[config.mk]
export PLATFORM = sky130hd
export DESIGN_NAME = xml_start_element_scanner
export DESIGN_NICKNAME = d
export VERILOG_FILES = /design/src/xses_pkg.sv /design/src/xses_step.sv /design/src/xml_start_element_scanner.sv
export SDC_FILE = /design/constraint.sdc
export NUM_CORES = 1
export LEC_CHECK = 0
export BUFFER_PORTS_ARGS = -buffer_cell sky130_fd_sc_hd__buf_2
export CAP_MARGIN = 20
export CORE_MARGIN = 3
export CORE_UTILIZATION = 30
export CTS_CLUSTER_SIZE = 16
export DETAILED_ROUTE_END_ITERATION = 10
export PLACE_DENSITY = 0.47
export SYNTH_ARGS = -nofsm -noshare
export SYNTH_HDL_FRONTEND = slang
export SYNTH_HIERARCHICAL = 1
export SYNTH_SLANG_ARGS = --single-unit
[constraint.sdc]
create_clock -name i_clk -period 4.1 [get_ports i_clk]
set_clock_uncertainty 0.15 [all_clocks]
set_input_delay 0.615 -clock i_clk [delete_from_list [all_inputs] [get_ports i_clk]]
set_output_delay 0.615 -clock i_clk [all_outputs]
set_load 0.03 [all_outputs]
[src/xses_pkg.sv]
package xses_pkg;

    localparam int MAX_NAME_BYTES = 255;
    localparam logic [7:0] NAME_CAP = 8'((MAX_NAME_BYTES < 255) ? MAX_NAME_BYTES : 255);

    localparam logic [2:0] DECL_LEN = 3'd6;
    localparam logic [2:0] DECL_RESUME = 3'd2;

    localparam logic [7:0] CONT_FLIP = 8'h80;
    localparam logic [7:0] CONT_LIMIT = 8'h40;
    localparam logic [20:0] CODE_VALUE_MASK = 21'h1fffff;

    typedef enum logic [1:0] {
        EV_NAME_BYTE = 2'd0,
        EV_START     = 2'd1,
        EV_END_DATA  = 2'd2,
        EV_ERROR     = 2'd3
    } t_event;

    typedef enum logic [3:0] {
        PH_FIRST     = 4'd0,
        PH_LT        = 4'd1,
        PH_DECL      = 4'd2,
        PH_DECL_BODY = 4'd3,
        PH_DECL_Q    = 4'd4,
        PH_WS        = 4'd5,
        PH_NAME      = 4'd6,
        PH_UTF8      = 4'd7,
        PH_ATTR      = 4'd8,
        PH_DONE      = 4'd9
    } t_phase;

    typedef struct packed {
        t_phase      phase;
        logic [2:0]  decl_idx;
        logic [1:0]  utf_rem;
        logic [1:0]  utf_len;
        logic [20:0] utf_val;
        logic [7:0]  name_cnt;
    } t_state;

    typedef struct packed {
        logic       valid;
        t_event     ev;
        logic [6:0] name_byte;
        logic [7:0] name_length;
    } t_result;

    localparam t_state STATE_RESET = '{
        phase: PH_FIRST, decl_idx: 3'd0, utf_rem: 2'd0, utf_len: 2'd0,
        utf_val: 21'd0, name_cnt: 8'd0
    };

    function automatic logic [7:0] decl_char(input logic [2:0] idx);
        logic [7:0] c;
        case (idx)
            3'd0:    c = 8'h3c;
            3'd1:    c = 8'h3f;
            3'd2:    c = 8'h78;
            3'd3:    c = 8'h6d;
            3'd4:    c = 8'h6c;
            3'd5:    c = 8'h20;
            default: c = 8'h00;
        endcase
        return c;
    endfunction

    function automatic logic [7:0] lead_mask(input logic [1:0] len);
        logic [7:0] m;
        case (len)
            2'd0:    m = 8'h7f;
            2'd1:    m = 8'h1f;
            2'd2:    m = 8'h0f;
            default: m = 8'h07;
        endcase
        return m;
    endfunction

    function automatic logic [20:0] min_value(input logic [1:0] len);
        logic [20:0] v;
        case (len)
            2'd0:    v = 21'h0;
            2'd1:    v = 21'h80;
            2'd2:    v = 21'h800;
            default: v = 21'h10000;
        endcase
        return v;
    endfunction

endpackage

[src/xses_step.sv]
module xses_step (
    input  xses_pkg::t_state  i_state,
    input  logic [7:0]        i_data_byte,
    input  logic              i_last_byte,
    output xses_pkg::t_state  o_next,
    output xses_pkg::t_result o_result
);

    // One byte of the scanner: next state and the optional result.
    always_comb begin
        logic [7:0]  b;
        logic        last;
        logic        is_name;
        logic        is_space;
        logic [1:0]  follow;
        logic [7:0]  c;
        logic [20:0] val;
        logic [1:0]  rem;
        logic        fail;
        logic        attr;
        logic        name_path;
        logic [7:0]  cnt;

        b = i_data_byte;
        last = i_last_byte;
        is_name = (b inside {[8'h41:8'h5a], [8'h61:8'h7a], [8'h30:8'h39],
                             8'h5f, 8'h2d, 8'h2e, 8'h3a});
        is_space = (b inside {8'h20, 8'h09, 8'h0d, 8'h0a});
        if (b inside {[8'hc2:8'hdf]}) begin
            follow = 2'd1;
        end else if (b inside {[8'he0:8'hef]}) begin
            follow = 2'd2;
        end else if (b inside {[8'hf0:8'hf4]}) begin
            follow = 2'd3;
        end else begin
            follow = 2'd0;
        end
        c = b ^ xses_pkg::CONT_FLIP;
        val = ((i_state.utf_val << 6) | {13'd0, c}) & xses_pkg::CODE_VALUE_MASK;
        rem = i_state.utf_rem - 2'd1;

        o_next = i_state;
        o_result = '0;
        fail = 1'b0;
        attr = 1'b0;
        name_path = 1'b0;
        cnt = i_state.name_cnt;

        case (i_state.phase)
            xses_pkg::PH_FIRST: begin
                if (b == 8'h3c) begin
                    if (last) begin
                        fail = 1'b1;
                    end else begin
                        o_next.phase = xses_pkg::PH_LT;
                    end
                end else if (is_space) begin
                    o_next.phase = xses_pkg::PH_WS;
                    if (last) begin
                        o_next.phase = xses_pkg::PH_DONE;
                        o_result.valid = 1'b1;
                        o_result.ev = xses_pkg::EV_END_DATA;
                    end
                end else begin
                    fail = 1'b1;
                end
            end
            xses_pkg::PH_LT: begin
                if (b == 8'h3f) begin
                    if (last) begin
                        fail = 1'b1;
                    end else begin
                        o_next.decl_idx = xses_pkg::DECL_RESUME;
                        o_next.phase = xses_pkg::PH_DECL;
                    end
                end else begin
                    cnt = 8'd0;
                    o_next.name_cnt = 8'd0;
                    name_path = 1'b1;
                end
            end
            xses_pkg::PH_DECL: begin
                if (i_state.decl_idx >= xses_pkg::DECL_LEN
                        || b != xses_pkg::decl_char(i_state.decl_idx) || last) begin
                    fail = 1'b1;
                end else begin
                    o_next.decl_idx = i_state.decl_idx + 3'd1;
                    if (i_state.decl_idx + 3'd1 == xses_pkg::DECL_LEN) begin
                        o_next.phase = xses_pkg::PH_DECL_BODY;
                    end
                end
            end
            xses_pkg::PH_DECL_BODY: begin
                if (last) begin
                    fail = 1'b1;
                end else if (b == 8'h3f) begin
                    o_next.phase = xses_pkg::PH_DECL_Q;
                end
            end
            xses_pkg::PH_DECL_Q: begin
                if (b != 8'h3e) begin
                    fail = 1'b1;
                end else if (last) begin
                    o_next.phase = xses_pkg::PH_DONE;
                    o_result.valid = 1'b1;
                    o_result.ev = xses_pkg::EV_END_DATA;
                end else begin
                    o_next.phase = xses_pkg::PH_WS;
                end
            end
            xses_pkg::PH_WS: begin
                if (is_space) begin
                    o_next.phase = xses_pkg::PH_WS;
                    if (last) begin
                        o_next.phase = xses_pkg::PH_DONE;
                        o_result.valid = 1'b1;
                        o_result.ev = xses_pkg::EV_END_DATA;
                    end
                end else if (b == 8'h3c) begin
                    if (last) begin
                        fail = 1'b1;
                    end else begin
                        o_next.name_cnt = 8'd0;
                        o_next.phase = xses_pkg::PH_NAME;
                    end
                end else begin
                    fail = 1'b1;
                end
            end
            xses_pkg::PH_NAME: begin
                name_path = 1'b1;
            end
            xses_pkg::PH_UTF8: begin
                if (c >= xses_pkg::CONT_LIMIT) begin
                    fail = 1'b1;
                end else begin
                    o_next.utf_val = val;
                    o_next.utf_rem = rem;
                    if (rem == 2'd0) begin
                        if (val < xses_pkg::min_value(i_state.utf_len) || last) begin
                            fail = 1'b1;
                        end else begin
                            o_next.phase = xses_pkg::PH_ATTR;
                        end
                    end else if (last) begin
                        fail = 1'b1;
                    end
                end
            end
            xses_pkg::PH_ATTR: begin
                attr = 1'b1;
            end
            default: begin
            end
        endcase

        // Name character or terminator lead byte.
        if (name_path) begin
            if (!b[7]) begin
                if (b == 8'h00) begin
                    fail = 1'b1;
                end else if (is_name) begin
                    if (last) begin
                        fail = 1'b1;
                    end else begin
                        if (cnt < xses_pkg::NAME_CAP) begin
                            o_next.name_cnt = cnt + 8'd1;
                        end
                        o_next.phase = xses_pkg::PH_NAME;
                        o_result.valid = 1'b1;
                        o_result.ev = xses_pkg::EV_NAME_BYTE;
                        o_result.name_byte = b[6:0];
                    end
                end else if (cnt == 8'd0) begin
                    fail = 1'b1;
                end else begin
                    attr = 1'b1;
                end
            end else if (follow == 2'd0 || cnt == 8'd0 || last) begin
                fail = 1'b1;
            end else begin
                o_next.utf_rem = follow;
                o_next.utf_len = follow;
                o_next.utf_val = {13'd0, b & xses_pkg::lead_mask(follow)};
                o_next.phase = xses_pkg::PH_UTF8;
            end
        end

        // Attribute area: wait for the closing bracket.
        if (attr) begin
            if (b == 8'h3e) begin
                o_next.phase = xses_pkg::PH_DONE;
                o_result.valid = 1'b1;
                o_result.ev = xses_pkg::EV_START;
                o_result.name_length = o_next.name_cnt;
            end else if (last) begin
                fail = 1'b1;
            end else begin
                o_next.phase = xses_pkg::PH_ATTR;
            end
        end

        if (fail) begin
            o_next.phase = xses_pkg::PH_DONE;
            o_result = '0;
            o_result.valid = 1'b1;
            o_result.ev = xses_pkg::EV_ERROR;
        end

        // The last byte of a message always rearms the scanner.
        if (last) begin
            o_next = xses_pkg::STATE_RESET;
        end
    end

endmodule

[src/xml_start_element_scanner.sv]
// XML start element scanner.
// The input channel (i_valid / o_ready) carries one message byte per
// transaction, i_data_byte with i_last_byte set on the final byte of the
// message. The output channel (o_valid / i_ready) carries at most one event
// per input byte: a name byte, start element found with the name length,
// end of data without an element, or a format error.
// Each accepted byte is scanned in the cycle it is accepted; its event, if
// any, is shown on the output register from the next cycle on, and one byte
// is taken per cycle while the receiver does not stall. The per-byte scanner
// step is the only logic between the scan state registers and the result
// register.
// When the receiver stalls, the held event stays on the outputs and o_ready
// is low for as long as an event waits and i_ready is low, whether or not
// the next byte would produce an event.
// A synchronous active-low reset clears the scan state to "expect first
// byte" and empties the output register. The last byte of every message
// also rearms the scanner, whatever state it was in.
module xml_start_element_scanner (
    input  logic       i_clk,
    input  logic       i_rst_n,
    input  logic       i_valid,
    output logic       o_ready,
    input  logic [7:0] i_data_byte,
    input  logic       i_last_byte,
    output logic       o_valid,
    input  logic       i_ready,
    output logic [1:0] o_event_res,
    output logic [6:0] o_name_byte,
    output logic [7:0] o_name_length
);

    xses_pkg::t_state  r_state;
    xses_pkg::t_state  n_state;
    xses_pkg::t_result w_result;
    logic              r_out_valid;
    xses_pkg::t_event  r_event;
    logic [6:0]        r_name_byte;
    logic [7:0]        r_name_length;
    logic              w_in_accept;

    // A new byte may enter whenever the output register is free or is being
    // drained in this same cycle.
    assign o_ready = !r_out_valid || i_ready;
    assign w_in_accept = i_valid && o_ready;

    xses_step u_step (
        .i_state     (r_state),
        .i_data_byte (i_data_byte),
        .i_last_byte (i_last_byte),
        .o_next      (n_state),
        .o_result    (w_result)
    );

    // Scan state advances only on an accepted transaction.
    always_ff @(posedge i_clk) begin
        if (!i_rst_n) begin
            r_state <= xses_pkg::STATE_RESET;
        end else if (w_in_accept) begin
            r_state <= n_state;
        end
    end

    // Output register: loaded when the accepted byte produces an event,
    // cleared when the held event is taken and nothing replaces it.
    always_ff @(posedge i_clk) begin
        if (!i_rst_n) begin
            r_out_valid <= 1'b0;
        end else if (w_in_accept && w_result.valid) begin
            r_out_valid <= 1'b1;
        end else if (i_ready) begin
            r_out_valid <= 1'b0;
        end
    end

    always_ff @(posedge i_clk) begin
        if (w_in_accept && w_result.valid) begin
            r_event       <= w_result.ev;
            r_name_byte   <= w_result.name_byte;
            r_name_length <= w_result.name_length;
        end
    end

    assign o_valid       = r_out_valid;
    assign o_event_res   = r_event;
    assign o_name_byte   = r_name_byte;
    assign o_name_length = r_name_length;

`ifndef SYNTHESIS
    // The last byte of a message always leaves the scanner rearmed.
    a_last_rearms: assert property (@(posedge i_clk) disable iff (!i_rst_n)
        (w_in_accept && i_last_byte) |=> (r_state.phase == xses_pkg::PH_FIRST
            && r_state.name_cnt == 8'd0))
        else $error("scanner not rearmed after last byte");

    // The name count never passes its saturation limit.
    a_count_cap: assert property (@(posedge i_clk) disable iff (!i_rst_n)
        r_state.name_cnt <= xses_pkg::NAME_CAP)
        else $error("name count above its limit");

    // A start element is reported only after at least one name byte.
    a_start_has_name: assert property (@(posedge i_clk) disable iff (!i_rst_n)
        (r_out_valid && r_event == xses_pkg::EV_START) |-> (r_name_length != 8'd0))
        else $error("start element with empty name");
`endif

endmodule

==> run summary <==
At the pin with the least slew margin, the transition time is 829 ps. Using the TritonRoute via totals, the vias-per-cell ratio works out to 5.34. The tools report the portion of total power attributed to sequential cells as 0.443. The design area is 4550 µm², and the final clock period utilization by the worst path is 0.911. The synthesized cell area was 4140 µm²; the clock transition at the registers of the reported paths was 70 ps. Number of pins with negative max-slew slack in the final report: 0. Counting the fill cells in the layout gives 1,409. The run gives 0.356 mW as the reported net switching power. The tree is rooted in a sky130_fd_sc_hd__clkbuf_16. Number of hold violations in the final report: 0.

After synthesis, the mean cell area works out to 7.76 µm². Clock latency on the worst-skew pair, taken at its later pin, is 300 ps. The run gives 0 as the quantity of gates resized following cts. The arrival time of data at the critical path endpoint was 3750 ps; the number of diodes was 0. The nature of the critical path endpoint is a flop. The logs give 41 for the maximum number of pins on one net before global-route repair and 0.387 for the clock power share. After legalization and detailed placement, the total HPWL measured 8190 µm.

The path type of the worst min-delay path is flop to flop. During I/O placement, the number of pins put on the boundary was 32. The worst-case headroom to the max-slew limit was 0.447.

In the final routed layout, each cell accounts on average for 15.6 µm. The highest net fanout along the worst path works out to 10. Across the VDD grid, the largest voltage drop is 199 µV. The die covers 15,300 µm². The total via count in the routed design came out at 3,861.

For this run the aggregate overflow at the end of global routing stands at 0. For the proportion of power drawn by combinational gates, the log shows 0.170. The first global-routing pass estimated 18,200 µm of wire.

The run gives 0.310 as the effective utilization at floorplan. At the end of the flow, the number of nets in the layout was 570. The vertical die dimension was 124 µm; the via count of the first global-routing pass was 3,600. The tools report the count of unresolved DRC violations after routing as 0. In this run the tool buffered the top-level ports with 31 buffer cells. For the number of nets produced by synthesis, the log shows 558. The run gives 2 as the worst-case clock buffer depth. The number of antenna violations at the first check in global routing is 0.

The post-CTS repair timing setup buffer count came out at 0. The worst endpoint required time is 4120 ps, and the level count of the clock H-tree is 2. The placement row count is 42, and the total power draw is 1.26 mW. The horizontal extent of the die is 124 µm, and the total clock buffers created by CTS is 5. The Yosys step of the flow raised 6 warnings. Post-synthesis cell count: 534.

The synthesis-to-finish area growth was 9.79%; the leakage power summed over all cells was 1.63 nW. Before antenna repair, the detailed router went through 5 iterations. The number of DRC markers in iteration 0 is 234, and the number of maximum-capacitance violations is 0.

The tools report the weighted congestion reported at the end of routability-driven placement as 0.905. The number of clock sinks came out at 52. Summed over all layers, the routed wires come to 11,300 µm. Core area: 13,300 µm². The clock period could shrink to 3740 ps. Layout cell share with drive strength beyond 1: 0.126. After detailed placement, the total cell area comes to 4380 µm². Power spread over the standard cell area amounts to 277 nW/µm². The switching power share of the total is 0.283, and the number of hold buffers added after cts is 0. Post-detailed-route count of antenna-violating nets: 0. The total internal power is 0.904 mW.

The run gives 0.149 as the combined global-route utilization of all metal layers. The flow ran to the end, and the final reports show no timing, DRC or antenna violations. Adding up every negative setup slack in the final design gives 0 ps.

The worst setup path is of the flop to flop kind. Timing would allow up to 0.268 GHz. TritonCTS built the clock tree.

The worst setup path is launched from a flop. Setup repair after global routing left no endpoint under its margin. Setup violations remaining at the end of the flow were counted as 0.
## cell usage in the layout, fill, tap and decap left out, types with 4 or more instances in the layout
cell	instances
sky130_fd_sc_hd__nor4_1	4
sky130_fd_sc_hd__edfxtp_1	17
sky130_fd_sc_hd__buf_2	31
sky130_fd_sc_hd__nand2b_1	11
sky130_fd_sc_hd__nor2_1	27
sky130_fd_sc_hd__o21a_1	4
sky130_fd_sc_hd__clkbuf_16	5
sky130_fd_sc_hd__buf_4	13
sky130_fd_sc_hd__a21oi_1	34
sky130_fd_sc_hd__or3_1	6
sky130_fd_sc_hd__and2_1	11
sky130_fd_sc_hd__a211oi_1	6
sky130_fd_sc_hd__nor2b_1	9
sky130_fd_sc_hd__and3_1	9
sky130_fd_sc_hd__or2_2	4
sky130_fd_sc_hd__o31ai_1	5
sky130_fd_sc_hd__o2111ai_1	4
sky130_fd_sc_hd__inv_1	22
sky130_fd_sc_hd__o21ai_0	16
sky130_fd_sc_hd__nand2_1	113
sky130_fd_sc_hd__nor3_1	18
sky130_fd_sc_hd__nand3_1	17
sky130_fd_sc_hd__dfxtp_1	35
sky130_fd_sc_hd__a31oi_1	4
sky130_fd_sc_hd__ha_1	11
sky130_fd_sc_hd__mux2i_1	38
## power groups by stage
stage | Combinational [mW] | Sequential [mW] | Clock (mW)
2_1_floorplan | 0.136 | 0.603 | 0
3_3_place_gp | 0.215 | 0.571 | 0
3_5_place_dp | 0.216 | 0.571 | 0
4_1_cts | 0.217 | 0.559 | 0.509
5_1_grt | 0.234 | 0.560 | 0.527
6_report | 0.215 | 0.558 | 0.487
## metal layers
| layer | up-vias | wire length [µm] | track usage |
|---|---|---|---|
| met2 | 120 | 5060 | 0.239 |
| met3 | 13 | 611 | 0.0293 |
| met1 | 1799 | 5440 | 0.202 |
| met5 | - | 0 | 0 |
| met4 | 0 | 163 | 0.0457 |
| li1 | 1929 | - | - |
## critical path: stages, from the launching register on
cell and delay, ps:
sky130_fd_sc_hd__dfxtp_1 530, sky130_fd_sc_hd__nand2b_1 180, sky130_fd_sc_hd__nor3_1 530, sky130_fd_sc_hd__nand2_1 230, sky130_fd_sc_hd__and2_1 240, sky130_fd_sc_hd__ha_1 200
sky130_fd_sc_hd__and3_1 210, sky130_fd_sc_hd__and3_1 250, sky130_fd_sc_hd__a31oi_1 190, sky130_fd_sc_hd__o2111ai_1 280, sky130_fd_sc_hd__nand3_1 170, sky130_fd_sc_hd__o21ai_0 130
sky130_fd_sc_hd__and2_1 180, sky130_fd_sc_hd__nand2_1 50, sky130_fd_sc_hd__mux2i_1 70
## worst paths after layout
path | start | slack [ps] | cells after the start | end
max | r_state[36] | 360 | 14 | r_state[1]
min | r_state[32] | 320 | 2 | r_state[32]
max reg2reg | r_state[36] | 360 | 14 | r_state[1]
min reg2reg | r_state[32] | 320 | 2 | r_state[32]
## sequential cells by signal, summed over array words and instances (netlist names)
name / flops
o_name_byte: 7
o_valid: 1
r_state: 34
o_event_res: 2
o_name_length: 8
## per-stage QoR
stage	cells	setup WS [ps]	utilization	hold slack [ps]
floorplan	534	456	-	284
global placement	715	459	0.328	296
detailed placement	715	375	0.328	308
CTS	723	348	0.341	320
global route	723	89.6	0.341	345
finish	723	363	0.341	320
## area by class of cell
cell class | instances | area (µm²) | share of cell area
tap | 176 | 220 | 0.0484
sequential | 52 | 1210 | 0.266
inverter | 22 | 82.6 | 0.0182
multi-input combinational | 421 | 2610 | 0.575
clock buffer | 5 | 125 | 0.0275
timing repair buffer | 44 | 253 | 0.0556
clock inverter | 3 | 42.5 | 0.00935
Power figures use the tool's default switching activity.
